[config.mk]
export PLATFORM = sky130hd
export DESIGN_NAME = sprite_animation_sequencer_top
export DESIGN_NICKNAME = d
export VERILOG_FILES = /design/src/rtl/spranim_pkg.sv /design/src/rtl/spranim_ram.sv /design/src/rtl/spranim_div.sv /design/src/rtl/spranim_core.sv /design/src/rtl/sprite_animation_sequencer_top.sv
export SDC_FILE = /design/constraint.sdc
export NUM_CORES = 2
export LEC_CHECK = 0
export BUFFER_PORTS_ARGS = -buffer_cell sky130_fd_sc_hd__buf_4
export CORE_MARGIN = 2
export CORE_UTILIZATION = 60
export DETAILED_ROUTE_END_ITERATION = 12
export HOLD_SLACK_MARGIN = 0.15
export PLACE_DENSITY_LB_ADDON = 0.08
export SYNTH_ARGS = -nofsm -noshare
export SYNTH_HDL_FRONTEND = slang
export SYNTH_SLANG_ARGS = --single-unit
[constraint.sdc]
create_clock -name clk -period 13.7 [get_ports clk]
set_clock_uncertainty 0.15 [all_clocks]
set_input_delay 0 -clock clk [delete_from_list [all_inputs] [get_ports clk]]
set_output_delay 0 -clock clk [all_outputs]
set_load 0.01 [all_outputs]
[src/rtl/spranim_pkg.sv]
// Shared types, widths and codes of the sprite animation sequencer.
package spranim_pkg;

    localparam int NUM_STATES = 16;
    localparam int MAX_FRAMES = 256;
    localparam int TIME_BITS  = 32;

    localparam int REQ_W     = 3;
    localparam int STATE_W   = 4;
    localparam int FRAME_W   = 8;
    localparam int COUNT_W   = 9;
    localparam int DIM_W     = 12;
    localparam int CLIPX_W   = 20;
    localparam int CLIPY_W   = 16;
    localparam int ENTRY_W   = COUNT_W + TIME_BITS;
    localparam int CFG_IDX_W = 2;
    localparam int S_TDATA_W = 88;
    localparam int M_TDATA_W = 56;

    // Output beat layout, lowest bit first.
    localparam int OUT_CLIPX_LSB  = 0;
    localparam int OUT_CLIPY_LSB  = OUT_CLIPX_LSB + CLIPX_W;
    localparam int OUT_FRAME_LSB  = OUT_CLIPY_LSB + CLIPY_W;
    localparam int OUT_STATE_LSB  = OUT_FRAME_LSB + FRAME_W;
    localparam int OUT_QUEUED_BIT = OUT_STATE_LSB + STATE_W;
    localparam int OUT_ENDED_BIT  = OUT_QUEUED_BIT + 1;

    localparam logic [TIME_BITS-1:0] TIME_MAX = {TIME_BITS{1'b1}};

    // Request codes.
    localparam logic [REQ_W-1:0] REQ_TICK       = 3'd0;
    localparam logic [REQ_W-1:0] REQ_SET_STATE  = 3'd1;
    localparam logic [REQ_W-1:0] REQ_SET_KEEP   = 3'd2;
    localparam logic [REQ_W-1:0] REQ_QUEUE      = 3'd3;
    localparam logic [REQ_W-1:0] REQ_SET_FRAME  = 3'd4;
    localparam logic [REQ_W-1:0] REQ_LOAD       = 3'd5;

    // Configuration register indexes.
    localparam logic [CFG_IDX_W-1:0] CFG_FRAME_WIDTH  = 2'd0;
    localparam logic [CFG_IDX_W-1:0] CFG_FRAME_HEIGHT = 2'd1;
    localparam logic [CFG_IDX_W-1:0] CFG_END_AFTER    = 2'd2;

    typedef struct packed {
        logic [REQ_W-1:0]     req_type;
        logic [TIME_BITS-1:0] elapsed_time;
        logic [STATE_W-1:0]   target_state;
        logic [FRAME_W-1:0]   target_frame;
        logic [COUNT_W-1:0]   entry_frame_count;
        logic [TIME_BITS-1:0] entry_frame_period;
    } req_t;

    typedef struct packed {
        logic [FRAME_W-1:0] frame_index;
        logic [STATE_W-1:0] state_index;
        logic               state_queued;
        logic               anim_ended;
    } res_t;

endpackage

[src/rtl/spranim_ram.sv]
// Generic single-port RAM with registered read data.
module spranim_ram #(
    parameter int WIDTH = 8,
    parameter int DEPTH = 16
) (
    input  logic                                     clk,
    input  logic                                     we,
    input  logic [((DEPTH > 1) ? $clog2(DEPTH) : 1)-1:0] addr,
    input  logic [WIDTH-1:0]                         wdata,
    output logic [WIDTH-1:0]                         rdata
);

    logic [WIDTH-1:0] mem [DEPTH];
    logic [WIDTH-1:0] rdata_reg;

    always_ff @(posedge clk)
    begin
        if (we)
        begin
            mem[addr] <= wdata;
        end
        rdata_reg <= mem[addr];
    end

    assign rdata = rdata_reg;

endmodule

[src/rtl/spranim_div.sv]
// Restoring divider, one quotient bit per cycle.
module spranim_div (
    input  logic                                 clk,
    input  logic                                 rst_n,
    input  logic                                 start,
    input  logic [spranim_pkg::TIME_BITS-1:0]    dividend,
    input  logic [spranim_pkg::TIME_BITS-1:0]    divisor,
    output logic                                 done,
    output logic [spranim_pkg::TIME_BITS-1:0]    quot,
    output logic [spranim_pkg::TIME_BITS-1:0]    rem
);
    import spranim_pkg::*;

    localparam int STEP_W = $clog2(TIME_BITS + 1);

    logic                  busy_reg, busy_next;
    logic                  done_reg, done_next;
    logic [STEP_W-1:0]     step_reg, step_next;
    logic [TIME_BITS-1:0]  q_reg, q_next;
    logic [TIME_BITS-1:0]  r_reg, r_next;
    logic [TIME_BITS-1:0]  d_reg, d_next;
    logic [TIME_BITS:0]    trial;

    always_comb
    begin
        busy_next = busy_reg;
        done_next = 1'b0;
        step_next = step_reg;
        q_next    = q_reg;
        r_next    = r_reg;
        d_next    = d_reg;
        trial     = {r_reg, q_reg[TIME_BITS-1]};
        if (start)
        begin
            busy_next = 1'b1;
            step_next = STEP_W'(TIME_BITS);
            q_next    = dividend;
            r_next    = '0;
            d_next    = divisor;
        end
        else if (busy_reg)
        begin
            // Shift in the next dividend bit and try the subtraction.
            if (trial >= {1'b0, d_reg})
            begin
                r_next = TIME_BITS'(trial - {1'b0, d_reg});
                q_next = {q_reg[TIME_BITS-2:0], 1'b1};
            end
            else
            begin
                r_next = trial[TIME_BITS-1:0];
                q_next = {q_reg[TIME_BITS-2:0], 1'b0};
            end
            step_next = step_reg - STEP_W'(1);
            if (step_reg == STEP_W'(1))
            begin
                busy_next = 1'b0;
                done_next = 1'b1;
            end
        end
    end

    always_ff @(posedge clk or negedge rst_n)
    begin
        if (!rst_n)
        begin
            busy_reg <= 1'b0;
            done_reg <= 1'b0;
            step_reg <= '0;
        end
        else
        begin
            busy_reg <= busy_next;
            done_reg <= done_next;
            step_reg <= step_next;
        end
    end

    always_ff @(posedge clk)
    begin
        q_reg <= q_next;
        r_reg <= r_next;
        d_reg <= d_next;
    end

    assign done = done_reg;
    assign quot = q_reg;
    assign rem  = r_reg;

endmodule

[src/rtl/spranim_core.sv]
// Sequencer core: table RAM, animation state and the tick state machine.
module spranim_core (
    input  logic                clk,
    input  logic                rst_n,
    input  logic                req_valid,
    output logic                req_ready,
    input  spranim_pkg::req_t   req,
    input  logic                end_after_last,
    output logic                res_valid,
    input  logic                res_ready,
    output spranim_pkg::res_t   res
);
    import spranim_pkg::*;

    localparam int ADDR_W = (NUM_STATES > 1) ? $clog2(NUM_STATES) : 1;

    typedef enum logic [7:0] {
        ST_IDLE  = 8'b0000_0001,
        ST_READ  = 8'b0000_0010,
        ST_MODF  = 8'b0000_0100,
        ST_CHECK = 8'b0000_1000,
        ST_DIVN  = 8'b0001_0000,
        ST_WRAP  = 8'b0010_0000,
        ST_MODN  = 8'b0100_0000,
        ST_DONE  = 8'b1000_0000
    } core_state_t;

    core_state_t          st_reg, st_next;
    logic [STATE_W-1:0]   cur_state_reg, cur_state_next;
    logic [FRAME_W-1:0]   cur_frame_reg, cur_frame_next;
    logic [TIME_BITS-1:0] time_reg, time_next;
    logic                 pend_valid_reg, pend_valid_next;
    logic [STATE_W-1:0]   pend_state_reg, pend_state_next;
    logic                 ended_reg, ended_next;

    logic [COUNT_W-1:0]   cnt_reg, cnt_next;
    logic [TIME_BITS-1:0] per_reg, per_next;
    logic [TIME_BITS-1:0] prod_reg, prod_next;

    logic                 ram_we;
    logic [ADDR_W-1:0]    ram_addr;
    logic [ENTRY_W-1:0]   ram_wdata;
    logic [ENTRY_W-1:0]   ram_rdata;
    logic [COUNT_W-1:0]   rd_count;
    logic [TIME_BITS-1:0] rd_period;
    logic [COUNT_W-1:0]   eff_count;

    logic                 div_start;
    logic [TIME_BITS-1:0] div_dividend;
    logic [TIME_BITS-1:0] div_divisor;
    logic                 div_done;
    logic [TIME_BITS-1:0] div_quot;
    logic [TIME_BITS-1:0] div_rem;

    logic [TIME_BITS:0]   time_sum;
    logic [COUNT_W-1:0]   to_wrap;
    logic                 take_wrap;
    logic [ENTRY_W-1:0]   wrap_prod;
    logic [COUNT_W:0]     frame_sum;
    logic                 accept;

    spranim_ram #(
        .WIDTH (ENTRY_W),
        .DEPTH (NUM_STATES)
    ) u_table (
        .clk   (clk),
        .we    (ram_we),
        .addr  (ram_addr),
        .wdata (ram_wdata),
        .rdata (ram_rdata)
    );

    spranim_div u_div (
        .clk      (clk),
        .rst_n    (rst_n),
        .start    (div_start),
        .dividend (div_dividend),
        .divisor  (div_divisor),
        .done     (div_done),
        .quot     (div_quot),
        .rem      (div_rem)
    );

    assign req_ready = (st_reg == ST_IDLE);
    assign accept    = req_valid && req_ready;

    assign ram_we    = accept && (req.req_type == REQ_LOAD);
    assign ram_wdata = {req.entry_frame_count, req.entry_frame_period};
    assign rd_count  = ram_rdata[ENTRY_W-1:TIME_BITS];
    assign rd_period = ram_rdata[TIME_BITS-1:0];

    // Point the table at the entry the next cycle needs.
    always_comb
    begin
        if (st_reg == ST_WRAP)
        begin
            ram_addr = ADDR_W'(pend_state_reg);
        end
        else if (ram_we)
        begin
            ram_addr = ADDR_W'(req.target_state);
        end
        else
        begin
            ram_addr = ADDR_W'(cur_state_reg);
        end
    end

    // Zero count acts as one; counts above the limit clamp.
    always_comb
    begin
        if (rd_count == '0)
        begin
            eff_count = COUNT_W'(1);
        end
        else if (rd_count > COUNT_W'(MAX_FRAMES))
        begin
            eff_count = COUNT_W'(MAX_FRAMES);
        end
        else
        begin
            eff_count = rd_count;
        end
    end

    assign time_sum  = {1'b0, time_reg} + {1'b0, req.elapsed_time};
    assign to_wrap   = cnt_reg - {1'b0, cur_frame_reg};
    assign take_wrap = pend_valid_reg && ({(TIME_BITS - COUNT_W)'(0), to_wrap} <= div_quot);
    assign wrap_prod = ENTRY_W'(to_wrap) * ENTRY_W'(per_reg);
    assign frame_sum = {2'b00, cur_frame_reg} + {1'b0, div_rem[COUNT_W-1:0]};

    always_comb
    begin
        div_start    = 1'b0;
        div_dividend = time_reg - TIME_BITS'(1);
        div_divisor  = per_reg;
        case (st_reg)
            ST_READ:
            begin
                div_start    = 1'b1;
                div_dividend = TIME_BITS'(cur_frame_reg);
                div_divisor  = TIME_BITS'(eff_count);
            end
            ST_CHECK:
            begin
                div_start = (per_reg != '0) && (time_reg > per_reg);
            end
            ST_DIVN:
            begin
                div_start    = div_done && !take_wrap;
                div_dividend = div_quot;
                div_divisor  = TIME_BITS'(cnt_reg);
            end
            default:
            begin
                div_start = 1'b0;
            end
        endcase
    end

    always_comb
    begin
        st_next         = st_reg;
        cur_state_next  = cur_state_reg;
        cur_frame_next  = cur_frame_reg;
        time_next       = time_reg;
        pend_valid_next = pend_valid_reg;
        pend_state_next = pend_state_reg;
        ended_next      = ended_reg;
        cnt_next        = cnt_reg;
        per_next        = per_reg;
        prod_next       = prod_reg;
        case (st_reg)
            ST_IDLE:
            begin
                if (accept)
                begin
                    st_next = ST_DONE;
                    case (req.req_type)
                        REQ_TICK:
                        begin
                            time_next = time_sum[TIME_BITS] ? TIME_MAX
                                                            : time_sum[TIME_BITS-1:0];
                            st_next   = ST_READ;
                        end
                        REQ_SET_STATE:
                        begin
                            if (req.target_state != cur_state_reg)
                            begin
                                time_next      = '0;
                                cur_frame_next = '0;
                            end
                            cur_state_next = req.target_state;
                        end
                        REQ_SET_KEEP:
                        begin
                            cur_state_next = req.target_state;
                        end
                        REQ_QUEUE:
                        begin
                            pend_valid_next = 1'b1;
                            pend_state_next = req.target_state;
                        end
                        REQ_SET_FRAME:
                        begin
                            cur_frame_next = req.target_frame;
                        end
                        default:
                        begin
                            st_next = ST_DONE;
                        end
                    endcase
                end
            end
            ST_READ:
            begin
                cnt_next = eff_count;
                per_next = rd_period;
                st_next  = ST_MODF;
            end
            ST_MODF:
            begin
                if (div_done)
                begin
                    cur_frame_next = div_rem[FRAME_W-1:0];
                    st_next        = ST_CHECK;
                end
            end
            ST_CHECK:
            begin
                st_next = div_start ? ST_DIVN : ST_DONE;
            end
            ST_DIVN:
            begin
                if (div_done)
                begin
                    if (take_wrap)
                    begin
                        prod_next = wrap_prod[TIME_BITS-1:0];
                        st_next   = ST_WRAP;
                    end
                    else
                    begin
                        time_next = div_rem + TIME_BITS'(1);
                        st_next   = ST_MODN;
                    end
                end
            end
            ST_WRAP:
            begin
                // Switch to the queued state and rerun with its entry.
                time_next       = time_reg - prod_reg;
                cur_frame_next  = '0;
                pend_valid_next = 1'b0;
                cur_state_next  = pend_state_reg;
                ended_next      = ended_reg || end_after_last;
                st_next         = ST_READ;
            end
            ST_MODN:
            begin
                if (div_done)
                begin
                    if (frame_sum >= {1'b0, cnt_reg})
                    begin
                        cur_frame_next = FRAME_W'(frame_sum - {1'b0, cnt_reg});
                    end
                    else
                    begin
                        cur_frame_next = frame_sum[FRAME_W-1:0];
                    end
                    st_next = ST_DONE;
                end
            end
            ST_DONE:
            begin
                if (res_ready)
                begin
                    st_next = ST_IDLE;
                end
            end
            default:
            begin
                st_next = ST_IDLE;
            end
        endcase
    end

    always_ff @(posedge clk or negedge rst_n)
    begin
        if (!rst_n)
        begin
            st_reg         <= ST_IDLE;
            cur_state_reg  <= '0;
            cur_frame_reg  <= '0;
            time_reg       <= '0;
            pend_valid_reg <= 1'b0;
            pend_state_reg <= '0;
            ended_reg      <= 1'b0;
        end
        else
        begin
            st_reg         <= st_next;
            cur_state_reg  <= cur_state_next;
            cur_frame_reg  <= cur_frame_next;
            time_reg       <= time_next;
            pend_valid_reg <= pend_valid_next;
            pend_state_reg <= pend_state_next;
            ended_reg      <= ended_next;
        end
    end

    always_ff @(posedge clk)
    begin
        cnt_reg  <= cnt_next;
        per_reg  <= per_next;
        prod_reg <= prod_next;
    end

    assign res_valid        = (st_reg == ST_DONE);
    assign res.frame_index  = cur_frame_reg;
    assign res.state_index  = cur_state_reg;
    assign res.state_queued = pend_valid_reg;
    assign res.anim_ended   = ended_reg;

endmodule

[src/rtl/sprite_animation_sequencer_top.sv]
// Sprite animation sequencer: frame and state tracking for a sprite sheet.
//
// The block keeps one table entry per animation state (frame count, frame
// period in unsigned Q16.16) and the current state, frame and time spent in
// that frame. Each input beat is one command, selected by s_axis_tuser:
// tick, set state, set state keeping frame and time, queue a state, set the
// frame, or load a table entry. Every input beat returns exactly one output
// beat with the sheet clip position, the frame, the state, the queued flag
// and the sticky ended flag, all as they stand after the command. Commands
// run one at a time. A non-tick command skips the divider and goes
// straight to its output beat. A tick always reduces the frame modulo
// the count; when frames advance it also counts whole periods and wraps
// the frame, and a queued state switch reruns these with the new entry:
// the time budget and the frame advance go through one shared divider
// that resolves one quotient bit per cycle, used for the frame reduction,
// the whole-period count and the wrap of the frame. The table sits in a
// 16-entry RAM with registered read data; it needs no clearing after
// reset; a tick on a never-loaded state gives undefined results. A new
// command is accepted as soon as the result of the previous one is in the
// output register, even while that beat still waits for m_axis_tready.
// Configuration registers (frame width, frame height, end-after-last) are
// written through the cfg channel, which is always ready; write them only
// while no command is in flight.
module sprite_animation_sequencer_top (
    input  logic                                  clk,
    input  logic                                  rst_n,
    // Input command beats.
    input  logic                                  s_axis_tvalid,
    output logic                                  s_axis_tready,
    // elapsed_time[31:0], target_state[35:32], target_frame[43:36],
    // entry_frame_count[52:44], entry_frame_period[84:53], zeros[87:85]
    input  logic [spranim_pkg::S_TDATA_W-1:0]     s_axis_tdata,
    // req_type[2:0]
    input  logic [spranim_pkg::REQ_W-1:0]         s_axis_tuser,
    // Result beats.
    output logic                                  m_axis_tvalid,
    input  logic                                  m_axis_tready,
    // clip_x[19:0], clip_y[35:20], frame_index[43:36], state_index[47:44],
    // state_queued[48], anim_ended[49], zeros[55:50]
    output logic [spranim_pkg::M_TDATA_W-1:0]     m_axis_tdata,
    // Configuration writes.
    input  logic                                  cfg_valid,
    output logic                                  cfg_ready,
    input  logic [spranim_pkg::CFG_IDX_W-1:0]     cfg_index,
    input  logic [spranim_pkg::DIM_W-1:0]         cfg_data
);
    import spranim_pkg::*;

    logic [DIM_W-1:0]      frame_width_reg, frame_width_next;
    logic [DIM_W-1:0]      frame_height_reg, frame_height_next;
    logic                  end_after_reg, end_after_next;

    logic                  m_valid_reg, m_valid_next;
    logic [M_TDATA_W-1:0]  m_data_reg, m_data_next;

    req_t                  core_req;
    logic                  core_res_valid;
    logic                  core_res_ready;
    res_t                  core_res;
    logic [CLIPX_W-1:0]    clip_x;
    logic [CLIPY_W-1:0]    clip_y;

    // Configuration channel never stalls.
    assign cfg_ready = 1'b1;

    always_comb
    begin
        frame_width_next  = frame_width_reg;
        frame_height_next = frame_height_reg;
        end_after_next    = end_after_reg;
        if (cfg_valid && cfg_ready)
        begin
            case (cfg_index)
                CFG_FRAME_WIDTH:  frame_width_next  = cfg_data;
                CFG_FRAME_HEIGHT: frame_height_next = cfg_data;
                CFG_END_AFTER:    end_after_next    = cfg_data[0];
                default:          end_after_next    = end_after_reg;
            endcase
        end
    end

    // Unpack the input beat into the command fields.
    assign core_req.req_type           = s_axis_tuser;
    assign core_req.elapsed_time       = s_axis_tdata[31:0];
    assign core_req.target_state       = s_axis_tdata[35:32];
    assign core_req.target_frame       = s_axis_tdata[43:36];
    assign core_req.entry_frame_count  = s_axis_tdata[52:44];
    assign core_req.entry_frame_period = s_axis_tdata[84:53];

    spranim_core u_core (
        .clk            (clk),
        .rst_n          (rst_n),
        .req_valid      (s_axis_tvalid),
        .req_ready      (s_axis_tready),
        .req            (core_req),
        .end_after_last (end_after_reg),
        .res_valid      (core_res_valid),
        .res_ready      (core_res_ready),
        .res            (core_res)
    );

    // Clip offsets into the sheet: column by frame, row by state.
    assign clip_x = CLIPX_W'(core_res.frame_index) * CLIPX_W'(frame_width_reg);
    assign clip_y = CLIPY_W'(core_res.state_index) * CLIPY_W'(frame_height_reg);

    // Load the output register when it is empty or being drained.
    assign core_res_ready = !m_valid_reg || m_axis_tready;

    always_comb
    begin
        m_valid_next = m_valid_reg;
        m_data_next  = m_data_reg;
        if (m_valid_reg && m_axis_tready)
        begin
            m_valid_next = 1'b0;
        end
        if (core_res_valid && core_res_ready)
        begin
            m_valid_next = 1'b1;
            m_data_next  = {{(M_TDATA_W - OUT_ENDED_BIT - 1){1'b0}},
                            core_res.anim_ended,
                            core_res.state_queued,
                            core_res.state_index,
                            core_res.frame_index,
                            clip_y,
                            clip_x};
        end
    end

    always_ff @(posedge clk or negedge rst_n)
    begin
        if (!rst_n)
        begin
            frame_width_reg  <= DIM_W'(32);
            frame_height_reg <= DIM_W'(32);
            end_after_reg    <= 1'b0;
            m_valid_reg      <= 1'b0;
        end
        else
        begin
            frame_width_reg  <= frame_width_next;
            frame_height_reg <= frame_height_next;
            end_after_reg    <= end_after_next;
            m_valid_reg      <= m_valid_next;
        end
    end

    always_ff @(posedge clk)
    begin
        m_data_reg <= m_data_next;
    end

    assign m_axis_tvalid = m_valid_reg;
    assign m_axis_tdata  = m_data_reg;

endmodule

Word level (Yosys, flattened, before mapping) --
Memory sizes are Yosys's and may differ from the RTL's. A register that Yosys moved wholly into a read port is not among the register bits. Index checks and enable logic that the tools add are counted.
Storage, ports and cells: bits in registers 311, word-level logic and storage cells 152, input port bits 110, memories kept 1, memory bits (writable) 656, output and inout port bits 59
Operators by class: multiplexer cells 52, multiply operators 3, reductions and logical operators 32, magnitude comparators 5, add/subtract/negate cells 9, equality and inequality tests 29
Memory list:
- u_core.u_table.mem | depth 16, bits a word 41, rd ports 1, clocked after memory_dff 1, write ports 1, line spranim_ram.sv:13 | logic [WIDTH-1:0] mem [DEPTH];
Operators with widths (count):
- $mux 32 | 8
- $pmux 32 s2 | 3
- $mux 8 | 12
- $pmux 32 s3 | 1
- $pmux 8 s8 | 1
- $sub 32x32->32 | 2
- $add 32x32->33 | 1
- $ge 33x32->1 | 1
- $add 32x1->32 const B | 1
- $gt 32x32->1 | 1
- $le 9x32->1 | 1
- $mul 9x32->32 | 1
- $pmux 8 s4 | 1
- $reduce_bool 32->1 | 1
- $sub 32x1->32 const B | 1
- $mul 8x12->20 | 1
- $mux 9 | 2
- $mul 4x12->16 | 1
- $mux 4 | 4
- $ne 2x2->1 const B | 8
- $pmux 8 s2 | 1
- $mux 1 | 13
- $mux 6 | 2
- $reduce_and 3->1 | 4
- 40 further kinds | 58

Longest topological paths before layout --
depth after elaboration 8, gate-level depth with buffers 32, gate-level depth less buffers 32

Hierarchy --
From an unflattened synthesis, not the netlist that was laid out.
Unflattened totals: cell total of the unflattened synthesis 4726, area total of the unflattened synthesis 58586.2 um^2
By module, submodules not included:
- spranim_ram | cells each 1068, times used 1, area an instance 25424.4 um^2, seq. area each 20519.7 um^2
- spranim_core | cells each 2384, times used 1, area an instance 19956.6 um^2, seq. area each 3644.7 um^2
- sprite_animation_sequencer_top | cells each 650, times used 1, area an instance 7011.7 um^2, seq. area each 2154.6 um^2
- spranim_div | cells each 624, times used 1, area an instance 6193.4 um^2, seq. area each 2762.6 um^2

Worst setup path before layout --
OpenSTA, ideal clock, no wires.
path type flip-flop to flip-flop, from reg u_core.cur_frame_reg[2], to reg u_core.prod_reg[31], data pin, required time 13.292 ns, arrival 6.792 ns, setup time 0.258 ns, stages on the path, launching flop included 32, path buffers 3, clock period less this slack 7.200 ns, setup slack 6.500 ns, cell sequence dfrtp_1 -> clkbuf_1 -> inv_1 -> ha_1 -> a21o_1 -> a21oi_1 -> o21bai_1 -> a21o_1 -> a21o_1 -> a21oi_1 -> xnor2_1 -> clkbuf_1 -> buf_1 -> nor2_1 -> fa_1 -> fa_1 -> fa_1 -> inv_1 -> fa_1 -> inv_1 -> ha_1 -> a21oi_1 -> o211ai_1 -> a211o_1 -> a21o_1 -> a21oi_1 -> o21ai_0 -> a41oi_1 -> a21oi_1 -> a21o_1 -> a21oi_1 -> xnor2_1
On the way: longest elaborated chain between the ends 2
RTL lines:
- start: declaration | line spranim_core.sv:30 | logic [FRAME_W-1:0] cur_frame_reg, cur_frame_next;
- start signal: assignment | line spranim_core.sv:304 | cur_frame_reg <= cur_frame_next;
- $sub 9x8->9 | line spranim_core.sv:127 | assign to_wrap = cnt_reg - {1'b0, cur_frame_reg};
- $mul 9x32->32 | line spranim_core.sv:129 | assign wrap_prod = ENTRY_W'(to_wrap) * ENTRY_W'(per_reg);
- net u_core.wrap_prod[31] | line spranim_core.sv:58 | logic [ENTRY_W-1:0] wrap_prod;
- end signal: assignment | line spranim_core.sv:316 | prod_reg <= prod_next;
- end: declaration | line spranim_core.sv:38 | logic [TIME_BITS-1:0] prod_reg, prod_next;
The timed path passes the listed nets, and every way through them passes these cells. A chain may end at the register's enable or synchronous reset.

Worst setup path after layout --
from reg u_core.cur_frame_reg[0], to reg u_core.prod_reg[31], data pin
The elaborated chain is that of the path after synthesis.

==> results.md <==
* Status: finished clean
* FF+latch count, synth at 1008
* Hold Path End: u_core.pend_valid_reg
* Syn Area/Cell at roughly 13 µm²
* CTS tree: built
* Area after DPL at 60300 µm²
* CTS max path bufs at 3
* Post-CTS Repair Setup Buffers at 0
* Slew Limit Fails at 0
* Setup TNS at 0 ns
* Grt ovf at 0
* Top-area cell type share of the netlist area at 43.7%
* Final instance area at roughly 66000 µm²
* Crit path top cell by count: a21oi_1
* Hold-fix buffers at CTS at 206
* First-pass GRT wire length at about 220000 µm
* WHS at about 0.2 ns
* Synth area leaders: edfxtp_1 (44%), fa_1 (9.2%), mux4_2 (6.4%)
* Fill cell count at 6817
* Max transition margin at between 10% and 20%
* Endpoints failing hold at 0
* Synth warn at 0
* Crit Path Category: reg -> reg
* Setup violators final at 0
* Max incr delay on CP at 0.79 ns
* CP Launch Type: flip-flop
* CTS Buf Count at roughly 100
* Fin nets at 5568
* Port-buffer cells at 158
* H-tree depth at 3
* Reg2Reg Depth at 32
* Initial antenna violation count at 5
* RSZ-0062 raised after global routing: false
* Worst R2R End: u_core.prod_reg[31]
* Min Tclk post-route at 8.39 ns
* CTS clk-pin slew, worst paths at 0.06 ns
* Largest net degree at the start of global routing at 105
* Delay-heaviest family, CP: compound AO/OA/AOI/OAI gates
* Crit path buf inv count at 6
* Max FFs per register at 656
* Min-delay worst type: in -> reg
* Detailed-route DRC error count at 0
* Cells after synthesis at 4599
* Post-synth cell types at 87
* Post-DP HPWL at around 90000 µm
* P&R area growth vs syn at 13.9%
* Crit. End Element: flip-flop
* Routed via count at 37280
* Tcrit/Tclk final at approximately three fifths
* Total GRT Usage at 28.5%
* Via density at 5.93
* Initial Utilization at 60.8%
* Critical path arrival at 8.68 ns
* WP data required at 13.99 ns
* Reg area at 29100 µm²
* Main flop type after synthesis: edfxtp_1
* Max frequency at between 100 and 150 MHz
* Crit-path slowest cell: dfrtp_1
* Reg2Reg Launch Point: u_core.cur_frame_reg[0]
* Wirelength per Cell at ~22 µm
* Total routed wirelength at 138000 µm
* Min-Delay Path Depth at 5
* GP Congestion at 0.958
* Post-Syn Area at 57900 µm²
* Area of the multi-input gates at 26200 µm²
* Sequential share of the synthesized area at roughly half
* Worst-Margin Slew at 1.24 ns
* Async SR Flop Fraction at 9.13%
* Final ANT Viol Nets at 0
* Die W at 315 µm
* Core area at approximately 95000 µm²
* Layout cell share with drive strength beyond 1 at 12.9%
* CTS Root Cell: clkbuf_16
* Die Ht at 315 µm
* Clk sinks at 1008
* Post-CTS sizing at 0
* DR iter-0 viols at 3349
* Critical Path Fanout Max at 20
* DIE AREA at about 100000 µm²
* Skew-Pair Late Insertion Delay at 0.71 ns
* Reg-to-reg slack, setup at 5.31 ns
* Pre-antenna DRT Iters at 9
* Number of global-route vias before repair at 37706
* Area leader, netlist: edfxtp_1
* Total of max-cap violations at 0
* Hold Path Origin: s_axis_tuser[2]
* Post-synth EDFFs at around 840
* Cell row count at roughly 110
* I/O Pins at 169
==> metrics by stage <==
| stage | std cells | setup WS (ns) | util, % |
|---|---|---|---|
| after global routing | 6282 | 4.75 | 69.2 |
| final | 6282 | 5.31 | 69.2 |
| after global placement | 5881 | 5.43 | 63.3 |
| after floorplan | 4604 | 6.50 | - |
| after CTS | 6280 | 5.34 | 69.2 |
| after detailed placement | 5881 | 5.39 | 63.3 |
==> cell type report <==
class	count	share of cell area (%)
clock buffers	152	4.64
inverters	482	2.75
clock inverters	41	0.695
diodes	2	0.00759
repair buffers	421	5.60
multi-input cells	2911	39.8
well taps	1265	2.40
flip-flops and latches	1008	44.1
==> per-layer routing <==
layer	part of all wire (%)	global-route usage, %	vias up
met1	43	39.9	18642
met4	3.7	10.2	4
li1	-	-	17097
met3	6.2	3.77	276
met5	0.020	0	-
met2	48	46.3	1261
==> synthesized netlist by cell type, types with 10 or more instances <==
| cell | n |
|---|---|
| o211ai_1 | 19 |
| nand2b_1 | 61 |
| a22oi_1 | 15 |
| nor4_1 | 25 |
| nor2_1 | 230 |
| nand3b_1 | 14 |
| nor2b_1 | 84 |
| buf_2 | 23 |
| xor2_1 | 71 |
| mux2i_1 | 81 |
| a21o_1 | 78 |
| o21ai_0 | 121 |
| dfxtp_1 | 73 |
| or2_2 | 12 |
| o21a_1 | 47 |
| nand2_1 | 278 |
| buf_1 | 11 |
| mux4_2 | 164 |
| clkbuf_1 | 140 |
| nand3_1 | 67 |
| dfrtp_1 | 89 |
| inv_1 | 481 |
| ha_1 | 265 |
| mux2_2 | 32 |
| a21oi_1 | 233 |
| nand4_1 | 19 |
| nor3_1 | 77 |
| a221oi_1 | 16 |
| edfxtp_1 | 843 |
| a222oi_1 | 10 |
| or3_1 | 11 |
| and2_1 | 195 |
| xnor2_1 | 144 |
| buf_4 | 17 |
| o21bai_1 | 23 |
| a211oi_1 | 82 |
| fa_1 | 265 |
| a31oi_1 | 27 |
| and3_1 | 19 |
==> worst reg2reg max path, delay by kind of cell, from the launching register on <==
kind	cells	cell delay, ns
AOI/OAI and AO/OA	16	3.34
xor gates and xnor gates	2	0.23
adders and majority gates	7	2.73
buffers and inverters	6	0.74
DFF	1	0.79
and+or+nand+nor	1	0.15
==> kinds of logic (layout without fill, tap and decap cells) <==
kind of cell / count (synthesis) / after routing / synth area share (%)
adder cells (fa/ha/maj): 530 / 530 / 14.9
XOR/XNOR: 216 / 216 / 3.29
AO/OA/AOI/OAI: 754 / 754 / 8.38
buffers and inverters: 685 / 1096 / 4.87
AND/OR/NAND/NOR: 1127 / 1127 / 9.92
multiplexers: 277 / 277 / 8.40
other: 2 / 9 / 0.0130
flip-flops: 1008 / 1008 / 50.2
==> cells in the final DEF (no fill, tap or decap), drive strengths merged, types with 32 or more instances in the layout <==
| cell | n |
|---|---|
| mux2i | 81 |
| buf | 215 |
| a211oi | 82 |
| edfxtp | 843 |
| nand3 | 67 |
| o21a | 47 |
| dlygate4sd3 | 206 |
| inv | 484 |
| ha | 265 |
| nor2 | 232 |
| and2 | 195 |
| dfrtp | 89 |
| clkinv | 32 |
| mux2 | 32 |
| mux4 | 164 |
| clkbuf | 152 |
| o21ai | 130 |
| fa | 265 |
| nand2b | 61 |
| a21oi | 233 |
| nor2b | 84 |
| nand2 | 280 |
| xor2 | 71 |
| xnor2 | 144 |
| a21o | 78 |
| nor3 | 79 |
| dfxtp | 73 |
==> how the worst max path moves through the flow <==
| stage | start | endpoint | slack [ns] | cells past startpoint |
|---|---|---|---|---|
| after detailed placement | u_core.cur_frame_reg[0] | u_core.prod_reg[31] | 5.39 | 32 |
| final | u_core.cur_frame_reg[0] | u_core.prod_reg[31] | 5.31 | 32 |
| after CTS | u_core.cur_frame_reg[0] | u_core.prod_reg[31] | 5.34 | 32 |
| after floorplan | u_core.cur_frame_reg[2] | u_core.prod_reg[31] | 6.50 | 31 |
| after global routing | u_core.cur_frame_reg[0] | u_core.prod_reg[31] | 4.75 | 32 |
| after global placement | u_core.cur_frame_reg[0] | u_core.prod_reg[31] | 5.43 | 32 |
Power is not shown: default switching activity piles up to over one toggle a cycle in this logic, so the estimate is an artifact.
